File: src/rtl/rrqs_ram.sv
// Generic single-port-write, single-port-read RAM with registered read data.
module rrqs_ram #(
	parameter int W = 8,
	parameter int D = 16
) (
	input  logic                 clk,
	input  logic                 wr_en,
	input  logic [$clog2(D)-1:0] wr_addr,
	input  logic [W-1:0]         wr_data,
	input  logic                 rd_en,
	input  logic [$clog2(D)-1:0] rd_addr,
	output logic [W-1:0]         rd_data
);

	logic [W-1:0] mem [D];

	always_ff @(posedge clk) begin
		if (wr_en) begin
			mem[wr_addr] <= wr_data;
		end
		if (rd_en) begin
			rd_data <= mem[rd_addr];
		end
	end

endmodule

File: config.mk
export PLATFORM = sky130hd
export DESIGN_NAME = rrqs_ram
export DESIGN_NICKNAME = d
export VERILOG_FILES = /design/src/rtl/rrqs_ram.sv
export SDC_FILE = /design/constraint.sdc
export NUM_CORES = 1
export LEC_CHECK = 0
export BUFFER_PORTS_ARGS = -buffer_cell sky130_fd_sc_hd__buf_2
export CAP_MARGIN = 15
export CORE_MARGIN = 1
export CORE_UTILIZATION = 63
export CTS_BUF_LIST = sky130_fd_sc_hd__clkbuf_4
export DETAILED_ROUTE_END_ITERATION = 16
export GPL_TIMING_DRIVEN = 0
export PLACE_DENSITY = 0.82
export SKIP_CTS_REPAIR_TIMING = 1
export SYNTH_ARGS = -nofsm -noshare
export SYNTH_HDL_FRONTEND = slang
export SYNTH_SLANG_ARGS = --single-unit
File: constraint.sdc
create_clock -name clk -period 2.55 [get_ports clk]
set_clock_uncertainty 0.15 [all_clocks]
set_input_delay 0.51 -clock clk [delete_from_list [all_inputs] [get_ports clk]]
set_output_delay 0.51 -clock clk [all_outputs]
set_load 0.01 [all_outputs]
[Word level (Yosys, flattened, before mapping)]
Memories as Yosys holds them, arrays and structs flattened. A register that Yosys moved wholly into a read port is not among the register bits.
Index checks and enable logic that the tools add are counted.
Word-level totals
  memories: 1
  register bits: 0
  RAM bits: 128
  logic and storage cells: 3
Memories
  mem: depth 16, width 8, rd ports 1, clocked after Yosys merged registers in 1, write ports 1, line 15  | logic [W-1:0] mem [D];
Cells by class
  multiplexer cells: 2
Operators by type and width (count)
  1-bit two-way mux: 2

[Logic depth before layout (Yosys ltp)]
  depth after elaboration: 2
  gate-level depth with buffers: 5
  gate-level depth less buffers: 3

[Worst setup path after synthesis]
No wires, ideal clock.
  path kind: input-to-reg
  from: in wr_addr[2]
  to: mem mem[0][0] (enable)
  setup slack: 0.397 ns
  stages: 2
  setup time: 0.383 ns
  arrival: 1.620 ns
  path buffers: 0
  data required time: 2.017 ns
  cell sequence: or3b_2 -> nor3_1
RTL lines
  start, declared: line 8  | input logic [$clog2(D)-1:0] wr_addr,
  end, declared: line 15
No word-level cell before the write port.

[Final worst setup path]
  from: in wr_addr[2]
  to: mem mem[0][2] (enable)
No word-level cell before the write port.

==> summary.txt <==
ANT nets after route: 0
post-synth top area cell: edfxtp_1
max_cap viols: 0
Final Wtd Congestion: 0.730
RSZ-0062 raised after global routing: false
vias: 2577
Chip Height: 93.1 um
top cells by count, synth: 136 x edfxtp_1, 18 x mux4_2, 16 x a22oi_1
Initial Utilization: 0.663
post-synthesis sequential area ratio: 0.781
Inst Count DP: 357
Synth async-reset ratio: 0
multi-input logic area: 1060 um2
# fillers: 417
syn nets: 248
share of cells above drive strength 1: 0.301
die width: 93.1 um
Worst-path clk slew: 120 ps
fin crit share: 0.780
diode count: 0
count leader, synth: edfxtp_1
Static Leak: 1.96 nW
Detail Placement HPWL: 6.35 mm
Mapped Area: 5230 um2
Slowest cell on crit path: nor3_1
Overflow after GRT: 0
Critical Path RT: 2620 ps
status: complete, no violations
final hold violations: 0
WP data arrival: 2060 ps
syn_area_per_cell: 22.8 um2
Sink Count: 136
P&R area growth vs syn: 12.1%
vias in the first global route: 2551
WL/cell: 26.4 um
buffers plus inverters on the worst setup path: 2
via density per instance: 6.59
H-tree Lvls: 4
Total Wirelength: 10.3 mm
#FFs+latches synth: 136
Ports: 27
clk_lat worst skew: 520 ps
initial antenna violation count: 0
top cell type's share of synthesized area: 0.781
post-route insts no fill: 391
Remaining DRCs: 0
Worst setup EP type: register
Tightest Pin Transition: 872 ps
PortBufs: 25
yosys warns: 0
critical path peak fanout: 6
CP top delay family: simple AND/OR/NAND/NOR gates
register area: 4080 um2
NumNets Final: 296
Netlist cell types: 18
CTS Buf Count: 17
Post-synth EDFFs: 136
largest net degree at the start of global routing: 17
VDD IR-drop max: 0.406 mV
setup TNS: 0 ps
Cells after Synth: 229
CTS tree: done
max incr delay on CP: 560 ps
GRT Total Usage: 0.266
Root Driver: clkbuf_4
min-delay worst type: input pin to register
critical path class: input pin to register
Slew headroom: 0.417
Critical Path Source Type: input pin
first-pass GRT wire length: 15.0 mm
Core Region: 7890 um2
Final setup viols: 0
Pwr Density: 767 nW/um2
Slew Limit Fails: 0
drt first-iter violations: 268
commonest register cell after synthesis: edfxtp_1
Critical Path, Cell by Cell: buf_2 > or3b_2 > nor3_1 > buf_2
Row Count: 32
Die ar.: 8670 um2
min cycle time layout: 1990 ps
Fmax: 503 MHz
most used cell, CP: buf_2
TritonRoute pass-1 iters: 5
clock tree buffer depth: 2
ranking of synthesized cells by area: edfxtp_1 78%, mux4_2 7.8%, mux4_1 7.0%
-- metal layers --
metal / part of all wire / wire, um / track usage
met1: 0.39 / 4040 / 0.373
met2: 0.49 / 5010 / 0.393
met3: 0.11 / 1090 / 0.0878
met4: 0.016 / 168 / 0.109
met5: 0 / 0 / 0
-- metrics by stage --
step,power [mW],setup WS (ps),instance area [um2],utilization,hold WS [ps]
4_1_cts,4.50,689,5840,0.741,142
3_3_place_gp,2.80,-146,5480,0.695,590
5_1_grt,4.61,558,5860,0.743,142
3_5_place_dp,2.82,198,5490,0.695,599
6_report,4.50,561,5860,0.743,180
2_1_floorplan,2.71,397,5230,-,459
-- kinds of logic after synthesis --
kind of cell | count (synthesis) | share of synthesized area
flip-flops | 136 | 0.781
AND/OR/NAND/NOR | 35 | 0.0314
multiplexers | 32 | 0.148
AO/OA/AOI/OAI | 16 | 0.0230
buffers and inverters | 10 | 0.0165
-- power breakdown --
group	internal (mW)	switching, mW	total (mW)
sequential	2.51	0.0130	2.53
clock	0.962	0.766	1.73
combinational	0.0978	0.144	0.242
total	3.57	0.923	4.50
-- cells in the final DEF, fill, tap and decap left out, types with 3 or more instances in the layout --
master / instances
edfxtp_1: 136
buf_2: 31
mux4_2: 18
clkbuf_4: 18
a22oi_1: 16
mux4_1: 14
nor2_1: 13
nand2_1: 9
bufinv_16: 6
nor3_1: 4
buf_6: 3
clkdlybuf4s25_2: 3
-- cell type report --
type,instances,share of cell area
Clock buffer,17,0.0218
Tap cell,102,0.0218
Multi-Input combinational cell,83,0.180
Buffer,10,0.0147
Timing Repair Buffer,29,0.0252
Clock inverter,14,0.0393
Sequential cell,136,0.697
-- flip-flops by register name, indices dropped and copies added (netlist names) --
signal   cells
rd_data      8
mem        128
-- worst paths after layout --
check	start	end	slack [ps]	cells past startpoint
worst max-delay path	wr_addr[2]	mem[0][2]	560	4
worst min-delay path	rd_en	rd_data[7]	180	1
worst max register to register	mem[3][0]	rd_data[0]	750	3
worst min register to register	mem[13][7]	rd_data[7]	630	3
Note: power is estimated with default switching activity, not from simulation.
